===== config.mk =====
export PLATFORM = sky130hd
export DESIGN_NAME = double_ended_queue
export DESIGN_NICKNAME = d
export VERILOG_FILES = /design/src/dq_pkg.sv /design/src/dq_controller.sv /design/src/dq_datapath.sv /design/src/double_ended_queue.sv
export SDC_FILE = /design/constraint.sdc
export NUM_CORES = 1
export LEC_CHECK = 0
export BUFFER_PORTS_ARGS = -buffer_cell sky130_fd_sc_hd__buf_4
export CAP_MARGIN = 20
export CORE_ASPECT_RATIO = 0.5
export CORE_MARGIN = 4
export CORE_UTILIZATION = 40
export CTS_CLUSTER_DIAMETER = 200
export DETAILED_ROUTE_END_ITERATION = 7
export PLACE_DENSITY = 0.63
export RECOVER_POWER = 100
export REMOVE_ABC_BUFFERS = 1
export SLEW_MARGIN = 20
export SYNTH_ARGS = -nofsm -noshare
export SYNTH_HDL_FRONTEND = slang
export SYNTH_SLANG_ARGS = --single-unit
export TNS_END_PERCENT = 30

===== constraint.sdc =====
create_clock -name clk -period 7.3 [get_ports clk]
set_input_delay 0.365 -clock clk [delete_from_list [all_inputs] [get_ports clk]]
set_output_delay 0.365 -clock clk [all_outputs]
set_load 0.01 [all_outputs]

===== src/dq_pkg.sv =====
`timescale 1ns / 1ps
// ----------------------------------------------------------------------------
// dq_pkg
// Types, codes and defaults shared by the deque controller and datapath.
// ----------------------------------------------------------------------------
package dq_pkg;

    localparam int DEPTH_DEFAULT = 16;

    localparam logic [1:0] CMD_PUSH_FRONT = 2'd0;
    localparam logic [1:0] CMD_PUSH_BACK  = 2'd1;
    localparam logic [1:0] CMD_POP_FRONT  = 2'd2;
    localparam logic [1:0] CMD_POP_BACK   = 2'd3;

    localparam logic [1:0] STATUS_DONE      = 2'd0;
    localparam logic [1:0] STATUS_OVERFLOW  = 2'd1;
    localparam logic [1:0] STATUS_UNDERFLOW = 2'd2;

    typedef struct packed {
        logic [1:0] command;
        logic [7:0] data_in;
    } dq_req_t;

    typedef struct packed {
        logic [1:0] status;
        logic [7:0] removed_value;
        logic [7:0] front_value;
        logic [7:0] back_value;
        logic [4:0] entry_total;
    } dq_rsp_t;

    // Commands from the controller to the datapath.
    typedef struct packed {
        logic capture;
        logic execute;
        logic publish;
    } dq_ctl_t;

endpackage


===== src/dq_controller.sv =====
`timescale 1ns / 1ps
// ----------------------------------------------------------------------------
// dq_controller
// Sequences one request through capture, execute and publish.
// ----------------------------------------------------------------------------
module dq_controller (
    input  logic            clk,
    input  logic            rst_n,
    input  logic            request_valid,
    output logic            request_stall,
    output logic            result_valid,
    input  logic            result_stall,
    output dq_pkg::dq_ctl_t ctl
);

    localparam logic [1:0] ST_IDLE   = 2'd0;
    localparam logic [1:0] ST_EXEC   = 2'd1;
    localparam logic [1:0] ST_FINISH = 2'd2;

    logic [1:0] state_reg;
    logic [1:0] state_next;
    logic       out_valid_reg;
    logic       out_valid_next;
    logic       out_free;

    assign out_free      = !out_valid_reg || !result_stall;
    assign request_stall = (state_reg != ST_IDLE);
    assign result_valid  = out_valid_reg;

    always_comb
    begin
        state_next  = state_reg;
        ctl.capture = 1'b0;
        ctl.execute = 1'b0;
        ctl.publish = 1'b0;
        case (state_reg)
            ST_IDLE:
            begin
                if (request_valid)
                begin
                    ctl.capture = 1'b1;
                    state_next  = ST_EXEC;
                end
            end
            ST_EXEC:
            begin
                ctl.execute = 1'b1;
                state_next  = ST_FINISH;
            end
            ST_FINISH:
            begin
                // hold until the output register can take the result
                if (out_free)
                begin
                    ctl.publish = 1'b1;
                    state_next  = ST_IDLE;
                end
            end
            default:
            begin
                state_next = ST_IDLE;
            end
        endcase
    end

    always_comb
    begin
        if (ctl.publish)
        begin
            out_valid_next = 1'b1;
        end
        else if (!result_stall)
        begin
            out_valid_next = 1'b0;
        end
        else
        begin
            out_valid_next = out_valid_reg;
        end
    end

    always_ff @(posedge clk or negedge rst_n)
    begin
        if (!rst_n)
        begin
            state_reg     <= ST_IDLE;
            out_valid_reg <= 1'b0;
        end
        else
        begin
            state_reg     <= state_next;
            out_valid_reg <= out_valid_next;
        end
    end

endmodule


===== src/dq_datapath.sv =====
`timescale 1ns / 1ps
// ----------------------------------------------------------------------------
// dq_datapath
// Slot memory, head and count registers, cached end bytes, result register.
// ----------------------------------------------------------------------------
module dq_datapath #(
    parameter int DEPTH = dq_pkg::DEPTH_DEFAULT
) (
    input  logic            clk,
    input  logic            rst_n,
    input  dq_pkg::dq_ctl_t ctl,
    input  dq_pkg::dq_req_t request,
    output dq_pkg::dq_rsp_t result
);

    localparam int PTR_W = (DEPTH > 1) ? $clog2(DEPTH) : 1;
    localparam int CNT_W = $clog2(DEPTH + 1);
    localparam logic [PTR_W-1:0] LAST_SLOT = PTR_W'(DEPTH - 1);
    localparam logic [CNT_W-1:0] FULL_COUNT = CNT_W'(DEPTH);
    localparam logic [CNT_W:0]   DEPTH_WIDE = (CNT_W + 1)'(DEPTH);

    logic [7:0]       mem [DEPTH];
    logic [7:0]       rd_data_reg;

    dq_pkg::dq_req_t  req_reg;
    logic [PTR_W-1:0] head_reg,  head_next;
    logic [CNT_W-1:0] count_reg, count_next;
    logic [7:0]       front_reg, front_next;
    logic [7:0]       back_reg,  back_next;
    logic [1:0]       status_reg, status_next;
    logic [7:0]       removed_reg, removed_next;
    logic             load_front_reg, load_front_next;
    logic             load_back_reg,  load_back_next;
    dq_pkg::dq_rsp_t  result_reg, result_next;

    logic             wr_en;
    logic [PTR_W-1:0] wr_addr;
    logic             rd_en;
    logic [PTR_W-1:0] rd_addr;

    logic             is_empty;
    logic             is_full;
    logic [PTR_W-1:0] head_inc;
    logic [PTR_W-1:0] head_dec;
    logic [CNT_W-1:0] count_dec;
    logic [7:0]       front_fin;
    logic [7:0]       back_fin;

    // Slot at a given offset from the head, offset below DEPTH.
    function automatic logic [PTR_W-1:0] slot_at(
        input logic [PTR_W-1:0] base,
        input logic [CNT_W-1:0] offset
    );
        logic [CNT_W:0] sum;
        sum = (CNT_W + 1)'(base) + (CNT_W + 1)'(offset);
        if (sum >= DEPTH_WIDE)
        begin
            sum = sum - DEPTH_WIDE;
        end
        return sum[PTR_W-1:0];
    endfunction

    assign is_empty  = (count_reg == '0);
    assign is_full   = (count_reg == FULL_COUNT);
    assign head_inc  = (head_reg == LAST_SLOT) ? '0 : head_reg + 1'b1;
    assign head_dec  = (head_reg == '0) ? LAST_SLOT : head_reg - 1'b1;
    assign count_dec = count_reg - 1'b1;
    assign front_fin = load_front_reg ? rd_data_reg : front_reg;
    assign back_fin  = load_back_reg  ? rd_data_reg : back_reg;
    assign result    = result_reg;

    always_comb
    begin
        head_next       = head_reg;
        count_next      = count_reg;
        front_next      = front_reg;
        back_next       = back_reg;
        status_next     = status_reg;
        removed_next    = removed_reg;
        load_front_next = load_front_reg;
        load_back_next  = load_back_reg;
        result_next     = result_reg;
        wr_en           = 1'b0;
        wr_addr         = head_reg;
        rd_en           = 1'b0;
        rd_addr         = head_reg;

        if (ctl.execute)
        begin
            status_next     = dq_pkg::STATUS_DONE;
            removed_next    = '0;
            load_front_next = 1'b0;
            load_back_next  = 1'b0;
            case (req_reg.command)
                dq_pkg::CMD_PUSH_FRONT:
                begin
                    if (is_full)
                    begin
                        status_next = dq_pkg::STATUS_OVERFLOW;
                    end
                    else
                    begin
                        head_next  = head_dec;
                        wr_en      = 1'b1;
                        wr_addr    = head_dec;
                        count_next = count_reg + 1'b1;
                        front_next = req_reg.data_in;
                        if (is_empty)
                        begin
                            back_next = req_reg.data_in;
                        end
                    end
                end
                dq_pkg::CMD_PUSH_BACK:
                begin
                    if (is_full)
                    begin
                        status_next = dq_pkg::STATUS_OVERFLOW;
                    end
                    else
                    begin
                        wr_en      = 1'b1;
                        wr_addr    = slot_at(head_reg, count_reg);
                        count_next = count_reg + 1'b1;
                        back_next  = req_reg.data_in;
                        if (is_empty)
                        begin
                            front_next = req_reg.data_in;
                        end
                    end
                end
                dq_pkg::CMD_POP_FRONT:
                begin
                    if (is_empty)
                    begin
                        status_next = dq_pkg::STATUS_UNDERFLOW;
                    end
                    else
                    begin
                        removed_next    = front_reg;
                        head_next       = head_inc;
                        count_next      = count_dec;
                        // fetch the new front entry
                        rd_en           = 1'b1;
                        rd_addr         = head_inc;
                        load_front_next = (count_dec != '0);
                    end
                end
                dq_pkg::CMD_POP_BACK:
                begin
                    if (is_empty)
                    begin
                        status_next = dq_pkg::STATUS_UNDERFLOW;
                    end
                    else
                    begin
                        removed_next   = back_reg;
                        count_next     = count_dec;
                        // fetch the new back entry
                        rd_en          = 1'b1;
                        rd_addr        = slot_at(head_reg, count_reg - 2'd2);
                        load_back_next = (count_dec != '0);
                    end
                end
                default:
                begin
                    status_next = status_reg;
                end
            endcase
        end
        else if (ctl.publish)
        begin
            front_next                = front_fin;
            back_next                 = back_fin;
            load_front_next           = 1'b0;
            load_back_next            = 1'b0;
            result_next.status        = status_reg;
            result_next.removed_value = removed_reg;
            result_next.front_value   = is_empty ? 8'd0 : front_fin;
            result_next.back_value    = is_empty ? 8'd0 : back_fin;
            result_next.entry_total   = 5'(count_reg);
        end
    end

    // Slot memory: one write and one registered read per cycle.
    always_ff @(posedge clk)
    begin
        if (wr_en)
        begin
            mem[wr_addr] <= req_reg.data_in;
        end
        if (rd_en)
        begin
            rd_data_reg <= mem[rd_addr];
        end
    end

    always_ff @(posedge clk)
    begin
        if (ctl.capture)
        begin
            req_reg <= request;
        end
        front_reg   <= front_next;
        back_reg    <= back_next;
        status_reg  <= status_next;
        removed_reg <= removed_next;
        result_reg  <= result_next;
    end

    always_ff @(posedge clk or negedge rst_n)
    begin
        if (!rst_n)
        begin
            head_reg       <= '0;
            count_reg      <= '0;
            load_front_reg <= 1'b0;
            load_back_reg  <= 1'b0;
        end
        else
        begin
            head_reg       <= head_next;
            count_reg      <= count_next;
            load_front_reg <= load_front_next;
            load_back_reg  <= load_back_next;
        end
    end

endmodule


===== src/double_ended_queue.sv =====
`timescale 1ns / 1ps
// ----------------------------------------------------------------------------
// double_ended_queue
// Byte deque in a ring of DEPTH slots, one result per request.
// ----------------------------------------------------------------------------
// Usage:
//   request channel (request_valid / request_stall / request) carries a
//   command (push front, push back, pop front, pop back) and a data byte.
//   result channel (result_valid / result_stall / result) returns, for every
//   request, the status, the popped byte, the front and back bytes and the
//   entry count after the command.
// Timing:
//   a request is captured, executed, then published into the result
//   register once the result side can take it; the next request is taken
//   only after the last is published. Execute writes the single slot
//   memory or launches its registered read of the new end byte; publish
//   folds that byte into the cached front/back registers and result register.
//   request_stall is high while a request is in progress.
// Reset:
//   clears the head index, the entry count and all valid state; the queue
//   reads empty. Slot contents are not cleared.
// Back-pressure:
//   while result_stall is high the result holds; the next request is still
//   accepted and worked up to the point of publishing, then waits.
// ----------------------------------------------------------------------------
module double_ended_queue #(
    parameter int DEPTH = dq_pkg::DEPTH_DEFAULT
) (
    input  logic            clk,
    input  logic            rst_n,
    input  logic            request_valid,
    output logic            request_stall,
    input  dq_pkg::dq_req_t request,
    output logic            result_valid,
    input  logic            result_stall,
    output dq_pkg::dq_rsp_t result
);

    // Commands from the sequencer into the datapath.
    dq_pkg::dq_ctl_t ctl;

    // Sequencer: idle -> execute -> publish, one request at a time.
    dq_controller u_controller (
        .clk           (clk),
        .rst_n         (rst_n),
        .request_valid (request_valid),
        .request_stall (request_stall),
        .result_valid  (result_valid),
        .result_stall  (result_stall),
        .ctl           (ctl)
    );

    // Storage, index arithmetic and the result register.
    dq_datapath #(
        .DEPTH (DEPTH)
    ) u_datapath (
        .clk     (clk),
        .rst_n   (rst_n),
        .ctl     (ctl),
        .request (request),
        .result  (result)
    );

endmodule


==> results.cfg <==
[logic_synthesis]
yosysUniqueCellTypes = 54
netlist_area_um2 = 9190
synth_cells = 581
ys_ff_latch = 217
ys_seq_area_share_pct = 70.1
async_flop_share_pct = 6.45
synth_edf_count = 203
avgSynthCellArea_um2 = 15.8
synth_flop_cell = edfxtp_1
ys_warn_count = 0

[critical_path]
r2r_cells = 11
worst_ep_arrival_time_ps = 5320
crit_type = register to register
start_kind = register
end_kind = register
critical_path.reg2reg.endpoint = u_datapath.rd_data_reg[7]$_DFFE_PP_
crit_fanout = 32
r2r_start = u_datapath.count_reg[1]$_DFFE_PN0P_
r2r_slack_ps = 2220
required_ps = 7540

[finish]
area_growth_pct = 11.9
n_fill_cell = 1946
drive_gt1_share_pct = 12.5
nets = 662
n_antenna_cell = 0
final_cells = 940
largest_reg_flops = 128

[worst_hold_path]
worstHoldPathCells = 1
min_from = request[6]
worst_hold_path.endpoint = u_datapath.req_reg[6]$_DFFE_PP_
hold_path_class = input pin to register

[grt]
grt_start_max_net_pins = 34
grt_pass1_wl_um = 30300
antenna_found_initial = 0
grt_usage_pct = 15.3
gr-total-overflow = 0
grt_pass1_vias = 5114

[routing]
wl_per_cell_um = 20.5
drt.antenna.violating_nets = 0
vias_per_cell = 5.47
vias = 5139
dr.pass1.iters = 5
drtIter0Drc = 634
routed_wl_um = 19300
drcViolationCount = 0

[cts]
cts_buffers = 21
clk_path_buf_depth = 3
cts.repair.resized = 0
cts-root-buf = clkbuf_16
clkTransAtPathRegs_ps = 60
htree_levels = 1
worstSkewPairLatency_ps = 490
cts.sink_count = 217
cts_tree = yes

[sta]
tns_ps = 0
worst_clock_skew_ps = 7.55
min_period_ps = 5080
finalHoldViolCount = 0
rsz0062_at_grt = false
fmax_mhz = 197
finalCritPeriodShare_pct = 69.7
drv_slew = 34
tightest_slew_ps = 1800
relSlewSlack_pct = -19.7
setup_viol = 0

[placed_design]
placed_cells = 908
gp_congestion = 0.838
port_buffers = 46
place_hpwl_um = 12700

[outcome]
outcome = finished, violations left
violations = capacitance limit, slew limit

[floorplanning]
ios = 47
die_y_um = 115
row_count = 38
die_area_um2 = 25600
core_um2 = 22100
initial_core_util_pct = 41.6
die_width_um = 222

[power]
power.density_nw_per_um2 = 390
ir_worst_vdd_mv = 0.165
p_leak_uw = 0.00339

[flow_run]
drv_cap = 1
[power by group]
group / internal [µW] / switching [µW] / total, µW
sequential: 1620 / 167 / 1780
clock: 557 / 424 / 982
combinational: 518 / 731 / 1250
total: 2690 / 1320 / 4020
[placed cells by master (no fill, tap or decap), types with 6 or more instances in the layout]
| master | instances |
|---|---|
| clkbuf_16 | 21 |
| clkbuf_4 | 10 |
| edfxtp_1 | 203 |
| mux2i_1 | 26 |
| nand3_1 | 33 |
| xnor2_1 | 6 |
| ha_1 | 14 |
| nor2_1 | 71 |
| a22oi_1 | 8 |
| a21oi_1 | 32 |
| o21ai_0 | 20 |
| clkbuf_1 | 43 |
| nand2_1 | 22 |
| mux4_2 | 32 |
| inv_1 | 12 |
| dfrtp_1 | 14 |
[worst max-delay path, cell delays in order, from the launching register on]
cell,delay (ps)
dfrtp_1,470
inv_1,230
ha_1,230
nor4b_1,270
clkbuf_1,850
nor2_1,560
nor2_1,210
a31o_2,120
clkbuf_2,940
mux4_2,630
a22oi_1,200
nand3_1,110
[layer usage]
layer  wire (µm)  global-route usage [%]  vias to the layer above
met5           0                       0                        -
met4         380                    4.10                        0
met3        1270                    3.01                       33
met2        8800                    24.0                      189
met1        8850                    22.1                     2574
li1            -                       -                     2343
[cell families after synthesis]
kind of cell	Yosys count	synth area share [%]
buf+inv	40	2.11
fa+ha+maj	16	2.34
simple gates	152	7.70
compound gates	88	6.10
mux	58	10.7
flops	217	70.1
xor+xnor	10	0.953
[synth_stat cells, drive strengths merged, types with 4 or more instances]
cell,instances,area share (%)
nand2,22,0.90
mux4,32,7.8
dfrtp,14,3.8
ha,14,1.9
o21a,4,0.33
xnor2,6,0.57
clkbuf,12,0.49
nand3,33,1.8
edfxtp,203,66
xor2,4,0.38
buf,16,1.1
inv,12,0.49
mux2i,26,2.8
a31o,4,0.38
nand2b,5,0.34
a21oi,33,1.8
nor2,71,2.9
o21ai,20,1.1
a22oi,8,0.65
[cell type report]
cell class                      count  area (µm²)  area share [%]
Tap cell                          300         375            3.65
Clock buffer                       25         541            5.26
Clock inverter                      6        57.6           0.560
Sequential cell                   217        6450            62.7
Inverter                           12        45.0           0.438
Multi-Input combinational cell    324        2550            24.8
Timing Repair Buffer               56         274            2.66
[repair_timing]
action | 4_1_cts | 5_1_grt
hold endpoints to repair | 14 | 0
hold buffers | 1 | 0
setup buffers | 0 | 0
[per-stage QoR]
step | total power, µW | area [µm²] | hold WS, ps | setup WS, ps | utilization [%]
final | 4020 | 10300 | 69.8 | 2220 | 46.5
after global routing | 4250 | 10300 | 47.6 | 1640 | 46.5
after CTS | 4080 | 10500 | 28.3 | 3360 | 47.3
after detailed placement | 3100 | 9840 | 238 | 3370 | 44.5
after global placement | 3070 | 9840 | 233 | 3480 | 44.5
after floorplan | 2670 | 9040 | 69.4 | 2930 | -
[worst max-delay path by stage]
stage,end,start
5_1_grt,u_datapath.rd_data_reg[3]$_DFFE_PP_,u_datapath.count_reg[1]$_DFFE_PN0P_
4_1_cts,u_datapath.rd_data_reg[7]$_DFFE_PP_,u_datapath.count_reg[1]$_DFFE_PN0P_
6_report,u_datapath.rd_data_reg[7]$_DFFE_PP_,u_datapath.count_reg[1]$_DFFE_PN0P_
3_5_place_dp,u_datapath.rd_data_reg[7]$_DFFE_PP_,u_datapath.count_reg[1]$_DFFE_PN0P_
2_1_floorplan,u_datapath.rd_data_reg[0]$_DFFE_PP_,u_datapath.count_reg[1]$_DFFE_PN0P_
3_3_place_gp,u_datapath.rd_data_reg[5]$_DFFE_PP_,u_datapath.count_reg[1]$_DFFE_PN0P_
Note: power is estimated with default switching activity, not from simulation.
